### src/hw/rtl/oasif_pkg.sv
// ----------------------------------------------------------------------------
// oasif_pkg: shared types and constants for the ordered array store
// Command and response words, mode and status codes, cell control bundle.
// ----------------------------------------------------------------------------
`default_nettype none

package oasif_pkg;

    // default configuration
    localparam int CAPACITY_DEF   = 32;
    localparam int DATA_WIDTH_DEF = 32;

    // fixed field widths of the command and response words
    localparam int MODE_W   = 3;
    localparam int POS_W    = 6;
    localparam int VALUE_W  = 32;
    localparam int STATUS_W = 3;
    localparam int FOUND_W  = 5;
    localparam int FILL_W   = 6;

    // command codes
    typedef enum logic [MODE_W-1:0] {
        MODE_CLEAR  = 3'd0,
        MODE_APPEND = 3'd1,
        MODE_INSERT = 3'd2,
        MODE_FIND   = 3'd3,
        MODE_READ   = 3'd4
    } mode_e;

    // response status codes
    typedef enum logic [STATUS_W-1:0] {
        ST_OK        = 3'd0,
        ST_EMPTY     = 3'd1,
        ST_BEYOND    = 3'd2,
        ST_FULL      = 3'd3,
        ST_NOT_FOUND = 3'd4
    } status_e;

    // command word
    typedef struct packed {
        logic [MODE_W-1:0]         mode;
        logic [POS_W-1:0]          position;
        logic signed [VALUE_W-1:0] value;
    } cmd_word_t;

    // response word
    typedef struct packed {
        logic [STATUS_W-1:0]       status;
        logic [FOUND_W-1:0]        found_index;
        logic signed [VALUE_W-1:0] read_value;
        logic [FILL_W-1:0]         fill_count;
    } rsp_word_t;

    // broadcast control to every cell
    typedef struct packed {
        logic write;   // append or insert is committed this cycle
        logic insert;  // cells above the target shift up
        logic find;    // cells capture their compare result
    } cell_ctl_t;

endpackage

`default_nettype wire

### src/hw/rtl/oasif_cell.sv
// ----------------------------------------------------------------------------
// oasif_cell: one storage cell of the ordered array
// Holds one entry; loads the new word, takes its lower neighbor's entry on
// an insert shift, and registers its own compare result for a find.
// ----------------------------------------------------------------------------
`default_nettype none

module oasif_cell #(
    parameter int CAPACITY   = oasif_pkg::CAPACITY_DEF,
    parameter int DATA_WIDTH = oasif_pkg::DATA_WIDTH_DEF,
    parameter int INDEX      = 0
) (
    input  wire logic                  clk,
    input  wire oasif_pkg::cell_ctl_t  ctl,
    input  wire logic [DATA_WIDTH-1:0] word,
    input  wire logic [DATA_WIDTH-1:0] prev_data,
    input  wire logic [(($clog2(CAPACITY+1) > oasif_pkg::POS_W) ?
                        $clog2(CAPACITY+1) : oasif_pkg::POS_W)-1:0] tgt,
    input  wire logic [(($clog2(CAPACITY+1) > oasif_pkg::POS_W) ?
                        $clog2(CAPACITY+1) : oasif_pkg::POS_W)-1:0] count,
    output logic      [DATA_WIDTH-1:0] data,
    output logic                       match
);
    import oasif_pkg::*;

    localparam int CNT_W = $clog2(CAPACITY + 1);
    localparam int CMP_W = (CNT_W > POS_W) ? CNT_W : POS_W;
    localparam logic [CMP_W-1:0] MY_IDX = CMP_W'(INDEX);

    logic [DATA_WIDTH-1:0] data_reg;
    logic                  match_reg;
    logic                  load_word;
    logic                  take_prev;
    logic                  hit;

    // local decode of the broadcast command
    assign load_word = ctl.write && (MY_IDX == tgt);
    assign take_prev = ctl.write && ctl.insert && (MY_IDX > tgt) && (MY_IDX <= count);
    assign hit       = (data_reg == word) && (MY_IDX < count);

    // entry storage: no reset, read only below the fill count
    always_ff @(posedge clk)
    begin
        if (load_word)
        begin
            data_reg <= word;
        end
        else if (take_prev)
        begin
            data_reg <= prev_data;
        end
    end

    // compare result for the priority encoder
    always_ff @(posedge clk)
    begin
        if (ctl.find)
        begin
            match_reg <= hit;
        end
    end

    assign data  = data_reg;
    assign match = match_reg;

endmodule

`default_nettype wire

### src/hw/rtl/ordered_array_store_insert_find.sv
// ----------------------------------------------------------------------------
// ordered_array_store_insert_find: fixed-capacity ordered word store
// Chain of storage cells with a fill count; clear, append, insert, find
// and read commands, one response word per command word.
// ----------------------------------------------------------------------------
// When a command word is taken, the status is decided from the fill count,
// every cell shifts, loads or compares in parallel, and the read data and
// per-cell match bits are registered. When the response register is free or
// its word is taken, the staged match bits are priority-encoded into the
// lowest hit index and loaded into the response register. The match-bit
// register between the cells and the encoder holds one command, so the block
// takes no new command word until the staged one has moved into the response
// register. The store itself holds no reset value; only the fill count is
// cleared, and entries at or above it are never reported.
// ----------------------------------------------------------------------------
`default_nettype none

module ordered_array_store_insert_find #(
    parameter int CAPACITY   = oasif_pkg::CAPACITY_DEF,
    parameter int DATA_WIDTH = oasif_pkg::DATA_WIDTH_DEF
) (
    input  wire logic                 clk,
    input  wire logic                 rst_n,
    input  wire logic                 cmd_valid,
    output logic                      cmd_ready,
    input  wire oasif_pkg::cmd_word_t cmd,
    output logic                      rsp_valid,
    input  wire logic                 rsp_ready,
    output oasif_pkg::rsp_word_t      rsp
);
    import oasif_pkg::*;

    localparam int CNT_W = $clog2(CAPACITY + 1);
    localparam int IDX_W = $clog2(CAPACITY);
    localparam int CMP_W = (CNT_W > POS_W) ? CNT_W : POS_W;
    localparam logic [CNT_W-1:0] FULL_CNT = CNT_W'(CAPACITY);

    // control state
    logic                  s1_valid_reg;
    logic                  rsp_valid_reg;
    logic [CNT_W-1:0]      count_reg;
    logic [CNT_W-1:0]      count_next;

    // first-stage payload
    logic                  s1_find_reg;
    logic [STATUS_W-1:0]   s1_status_reg;
    logic [VALUE_W-1:0]    s1_rd_reg;
    logic [FILL_W-1:0]     s1_fill_reg;
    rsp_word_t             rsp_reg;

    logic                  accept;
    logic                  advance;
    logic [CMP_W-1:0]      cnt_ext;
    logic [CMP_W-1:0]      pos_ext;
    logic [CMP_W-1:0]      tgt;
    logic                  empty;
    logic                  full;
    logic [STATUS_W-1:0]   status_pre;
    logic [63:0]           val64;
    logic [DATA_WIDTH-1:0] word;
    cell_ctl_t             ctl;
    logic [DATA_WIDTH-1:0] cell_data [CAPACITY];
    logic [CAPACITY-1:0]   match_vec;
    logic [DATA_WIDTH-1:0] rd_sel;
    logic [63:0]           rd64;
    logic [VALUE_W-1:0]    rd_word;
    logic [7:0]            fill8;
    logic                  enc_hit;
    logic [IDX_W-1:0]      enc_idx;
    logic [7:0]            found8;

    // handshake
    assign cmd_ready = !s1_valid_reg;
    assign accept    = cmd_valid && cmd_ready;
    assign advance   = s1_valid_reg && (!rsp_valid_reg || rsp_ready);

    // command decode against the current fill count
    assign cnt_ext = CMP_W'(count_reg);
    assign pos_ext = CMP_W'(cmd.position);
    assign empty   = (count_reg == '0);
    assign full    = (count_reg == FULL_CNT);
    assign val64   = {32'b0, cmd.value};
    assign word    = val64[DATA_WIDTH-1:0];

    always_comb
    begin
        status_pre = ST_OK;
        case (cmd.mode)
            MODE_CLEAR:  status_pre = ST_OK;
            MODE_APPEND: status_pre = full ? ST_FULL : ST_OK;
            MODE_INSERT:
            begin
                if (empty)
                    status_pre = ST_EMPTY;
                else if (pos_ext > cnt_ext)
                    status_pre = ST_BEYOND;
                else if (full)
                    status_pre = ST_FULL;
                else
                    status_pre = ST_OK;
            end
            MODE_FIND:   status_pre = empty ? ST_EMPTY : ST_OK;
            MODE_READ:
            begin
                if (empty)
                    status_pre = ST_EMPTY;
                else if (pos_ext >= cnt_ext)
                    status_pre = ST_BEYOND;
                else
                    status_pre = ST_OK;
            end
            default:     status_pre = ST_OK;
        endcase
    end

    // cell control and fill count update
    always_comb
    begin
        ctl.write  = accept && (status_pre == ST_OK) &&
                     ((cmd.mode == MODE_APPEND) || (cmd.mode == MODE_INSERT));
        ctl.insert = (cmd.mode == MODE_INSERT);
        ctl.find   = accept && (cmd.mode == MODE_FIND);
        tgt        = ctl.insert ? pos_ext : cnt_ext;
        count_next = count_reg;
        if (accept && (cmd.mode == MODE_CLEAR))
            count_next = '0;
        else if (ctl.write)
            count_next = count_reg + CNT_W'(1);
    end

    // chain of cells; cell 0 has no lower neighbor and never shifts
    for (genvar gi = 0; gi < CAPACITY; gi++)
    begin : g_cell
        logic [DATA_WIDTH-1:0] prev_data;
        if (gi == 0)
        begin : g_first
            assign prev_data = word;
        end
        else
        begin : g_rest
            assign prev_data = cell_data[gi-1];
        end
        oasif_cell #(
            .CAPACITY   (CAPACITY),
            .DATA_WIDTH (DATA_WIDTH),
            .INDEX      (gi)
        ) u_cell (
            .clk       (clk),
            .ctl       (ctl),
            .word      (word),
            .prev_data (prev_data),
            .tgt       (tgt),
            .count     (cnt_ext),
            .data      (cell_data[gi]),
            .match     (match_vec[gi])
        );
    end

    // read select and sign extension to the response width
    assign rd_sel = cell_data[pos_ext[IDX_W-1:0]];
    always_comb
    begin
        for (int i = 0; i < 64; i++)
        begin
            rd64[i] = rd_sel[(i < DATA_WIDTH) ? i : DATA_WIDTH-1];
        end
    end
    assign rd_word = ((cmd.mode == MODE_READ) && (status_pre == ST_OK)) ?
                     rd64[VALUE_W-1:0] : '0;
    assign fill8   = 8'(count_next);

    // lowest set match bit
    always_comb
    begin
        enc_hit = 1'b0;
        enc_idx = '0;
        for (int i = CAPACITY - 1; i >= 0; i--)
        begin
            if (match_vec[i])
            begin
                enc_hit = 1'b1;
                enc_idx = IDX_W'(i);
            end
        end
    end
    assign found8 = 8'(enc_idx);

    // control registers
    always_ff @(posedge clk or negedge rst_n)
    begin
        if (!rst_n)
        begin
            count_reg     <= '0;
            s1_valid_reg  <= 1'b0;
            rsp_valid_reg <= 1'b0;
        end
        else
        begin
            count_reg <= count_next;
            if (accept)
                s1_valid_reg <= 1'b1;
            else if (advance)
                s1_valid_reg <= 1'b0;
            if (advance)
                rsp_valid_reg <= 1'b1;
            else if (rsp_ready)
                rsp_valid_reg <= 1'b0;
        end
    end

    // first-stage payload
    always_ff @(posedge clk)
    begin
        if (accept)
        begin
            s1_find_reg   <= (cmd.mode == MODE_FIND);
            s1_status_reg <= status_pre;
            s1_rd_reg     <= rd_word;
            s1_fill_reg   <= fill8[FILL_W-1:0];
        end
    end

    // response register
    always_ff @(posedge clk)
    begin
        if (advance)
        begin
            rsp_reg.read_value <= s1_rd_reg;
            rsp_reg.fill_count <= s1_fill_reg;
            if (s1_find_reg && (s1_status_reg == ST_OK))
            begin
                rsp_reg.status      <= enc_hit ? ST_OK : ST_NOT_FOUND;
                rsp_reg.found_index <= enc_hit ? found8[FOUND_W-1:0] : '0;
            end
            else
            begin
                rsp_reg.status      <= s1_status_reg;
                rsp_reg.found_index <= '0;
            end
        end
    end

    assign rsp_valid = rsp_valid_reg;
    assign rsp       = rsp_reg;

`ifndef SYNTHESIS
    // fill count stays within the store
    a_count_range: assert property (@(posedge clk) disable iff (!rst_n)
        count_reg <= FULL_CNT)
        else $error("fill count beyond capacity");

    // fill count moves only on an accepted command word
    a_count_moves: assert property (@(posedge clk) disable iff (!rst_n)
        (count_reg != $past(count_reg)) |-> $past(accept))
        else $error("fill count changed without a command");

    // a full status is only decided at full capacity
    a_full_status: assert property (@(posedge clk) disable iff (!rst_n)
        accept && (status_pre == ST_FULL) |=> (count_reg == FULL_CNT))
        else $error("full status below capacity");

    // a new response comes only from a staged command
    a_rsp_source: assert property (@(posedge clk) disable iff (!rst_n)
        $rose(rsp_valid) |-> $past(s1_valid_reg))
        else $error("response without staged command");
`endif

endmodule

`default_nettype wire
### config.mk
export PLATFORM = sky130hd
export DESIGN_NAME = ordered_array_store_insert_find
export DESIGN_NICKNAME = d
export VERILOG_FILES = /design/src/hw/rtl/oasif_pkg.sv /design/src/hw/rtl/oasif_cell.sv /design/src/hw/rtl/ordered_array_store_insert_find.sv
export SDC_FILE = /design/constraint.sdc
export NUM_CORES = 2
export LEC_CHECK = 0
export CORE_ASPECT_RATIO = 1.25
export CORE_MARGIN = 8
export CORE_UTILIZATION = 70
export CTS_CLUSTER_SIZE = 8
export DETAILED_ROUTE_END_ITERATION = 12
export DONT_BUFFER_PORTS = 1
export PLACE_DENSITY = 0.94
export RECOVER_POWER = 100
export REMOVE_ABC_BUFFERS = 1
export SYNTH_ARGS = -nofsm -noshare
export SYNTH_HDL_FRONTEND = slang
export SYNTH_SLANG_ARGS = --single-unit
### constraint.sdc
create_clock -name clk -period 16.34 [get_ports clk]
set_input_delay 2.451 -clock clk [delete_from_list [all_inputs] [get_ports clk]]
set_output_delay 2.451 -clock clk [all_outputs]
set_load 0.01 [all_outputs]
==> metrics.cfg <==
[clocking]
root_buffer = clkbuf_16
cts_tree = built
clkLatencyLatePin_ns = 0.85
cts-resized-gates = 0
htreeDepth = 4
cts_sinks = 1151
postCtsSetupRepairBufs = 0
clk_pin_slew_ns = 0.05
cts_buffer_depth = 3
numCtsBuffers = 161
cts_hold_buf = 0

[logic_synthesis]
synth.avg_cell_area_um2 = 14.2
synth_top_area_share_pct = 49.6
async_flop_share_pct = 0.695
ys_top_cells_by_area = edfxtp_1, mux2_2, xor2_1
ys_warn_count = 0
ys_seq_area_share_pct = 49.9
synth-seq-cells = 1151
netlist_area_mm2 = 0.0692
synth_edf_count = 1143
synth.distinct_cells = 81
synth_flop_cell = edfxtp_1
synth_cells = 4868
post-synth-top-area-cell = edfxtp_1

[run]
maxCapViolCount = 69

[finish]
drive_gt1_share_pct = 30.0
final_cell_mix = edfxtp_1, mux2_2, xor2_1
final_common_cell = edfxtp_1
nets = 4697
finalNonFillerCells = 6000
largest_reg_flops = 1024
syn_to_final_growth_pct = 6.23
stdcell_area_mm2 = 0.0735

[setup_path]
worst-path-buf-inv = 3
critPathMostFrequentCell = clkbuf_1
crit_slowest_cell = clkbuf_1
worstReg2RegStart = s1_valid_reg
cpLargestDelayFamily = simple AND/OR/NAND/NOR gates
critPathCaptureType = flip-flop
endpoint = g_cell[26].u_cell.data[13]
cp_max_fo = 43
worst-setup-path-type = primary input to flip-flop
reg2reg_depth = 9
critical_path_cell_count = 8
path_cells = nand2_1 -> clkinv_1 -> clkbuf_1 -> nand2b_1 -> nor3_1 -> nand3_1 -> o31ai_4 -> clkbuf_1
required_ns = 16.76
crit_path_start_kind = primary input
r2r_slack_ns = 6.35
crit_path_max_incr_delay_ns = 2.25
r2r_end = g_cell[26].u_cell.data[13]
critPathArrivalTime_ns = 11.46
critPathLaunch = cmd_valid

[pwr]
pwr-share-seq_pct = 47.5
clockPowerShare_pct = 44.4
power_switching_mw = 1.71
ir_drop_mv = 0.116
p_comb_share_pct = 8.1
swShare_pct = 24.5
intPower_mw = 5.25
power_density_mw_per_mm2 = 94.6
p_leak_nw = 24.0

[floorplanning]
num_io_pins = 93
initial_core_util_pct = 70.3
die_height_um = 368
dieArea_mm2 = 0.109
row_count = 129
die_width_um = 297
core-area_mm2 = 0.0985

[placed_design]
placed_cells = 5789
gp_congestion = 1.08
numPortBuffers = 0
post_dp_cell_area_mm2 = 0.0697
hpwl_mm = 167

[drt]
via_per_inst = 8.14
post_drt_wl_per_cell_um = 44.2
drt_pass1_iterations = 9
drc_errors = 0
postRouteAntennaNets = 0
num_vias = 48867
wl_mm = 265
routed.top_layer = met5
drt_iter0_drc = 9496
route.met3.wl_mm = 44.9
drt-met1-wl_mm = 75.4
wl_met2_mm = 111

[timing]
slew_headroom_pct = -262
post-route-period-util_pct = 67.6
finalSetupViolations = 0
fin_skew_ns = 0.0376
worst_slew_pin_slew_ns = 5.37
setup_tns_ns = 0
fmax_ghz = 0.0905
slew_viol_final = 2226
grt_setup_unrepaired = no
period_needed_ns = 11.05
finalHoldViolCount = 0

[outcome]
violations = capacitance limit, slew limit
status = complete, but fails checks

[worst_hold_path]
hold_path.class = flip-flop to flip-flop

[grt]
antenna_found_initial = 18
grt_max_degree = 265
grt_usage_pct = 47.6
grt-ovfl-total = 0
grt_pass1_vias = 47475
grt_pass1_wl_mm = 368

==> kinds of logic (layout without fill, tap and decap cells) <==
group                    after synthesis  count (layout)  synth area share (%)
buffers and inverters                470             282                  2.94
other                                  0              10                     0
AND/OR/NAND/NOR                      582             582                  5.09
XOR/XNOR                            1025            1025                  13.0
flip-flops                          1151            1151                  49.9
multiplexers                        1382            1382                  26.6
AO/OA/AOI/OAI                        249             249                  2.35
adder cells (fa/ha/maj)                9               9                 0.163
==> cell usage after synthesis (31+ instances only) <==
cell	instances
nor2_1	49
mux2_2	933
o22ai_1	67
nand4_1	120
nand2_1	48
o21a_1	33
nor4_1	203
nand3_1	42
xnor2_1	341
mux2_1	31
mux2i_1	132
mux4_2	256
clkbuf_1	230
edfxtp_1	1143
buf_1	106
nor3_1	36
xor2_1	684
buf_2	80
o21ai_0	53
==> per-stage QoR <==
stage	hold WS (ns)	total power [mW]	util, %	worst slack, ns
finish	0.414	6.96	74.7	5.29
floorplan	0.400	3.67	-	5.92
global placement	0.400	3.87	70.8	9.50
CTS	0.413	6.88	75.2	10.35
global route	0.418	7.02	74.6	5.64
detailed placement	0.405	3.88	70.8	9.50
==> final cells by class <==
cell class | instances | area [um^2]
fillers | 5767 | 24900
inverters | 18 | 67.6
flip-flops and latches | 1151 | 34500
well taps | 1310 | 1640
diodes | 10 | 25.0
repair buffers | 64 | 308
clock buffers | 186 | 4140
clock inverters | 14 | 254
multi-input cells | 3247 | 32500
==> worst min path at each step <==
stage	depth (start not counted)	endpoint	from
final	0	rsp[23]	s1_rd_reg[17]
after global routing	0	rsp[10]	s1_rd_reg[4]
after CTS	0	rsp[23]	s1_rd_reg[17]
after detailed placement	0	rsp[10]	s1_rd_reg[4]
after global placement	0	rsp[23]	s1_rd_reg[17]
after floorplan	0	rsp[0]	s1_fill_reg[0]
==> power by group through the flow <==
stage	combinational (mW)	clock, mW	sequential, mW
2_1_floorplan	0.328	0	3.35
4_1_cts	0.529	3.05	3.30
5_1_grt	0.559	3.16	3.30
3_3_place_gp	0.517	0	3.35
3_5_place_dp	0.522	0	3.36
6_report	0.562	3.09	3.31
==> metal layers <==
layer  vias to the layer above  track usage (%)
li1                      18152                -
met1                     23581             53.9
met2                      5595             68.5
met3                      1525             20.0
met4                        14             42.7
met5                         -            0.881
Power figures use the tool's default switching activity.
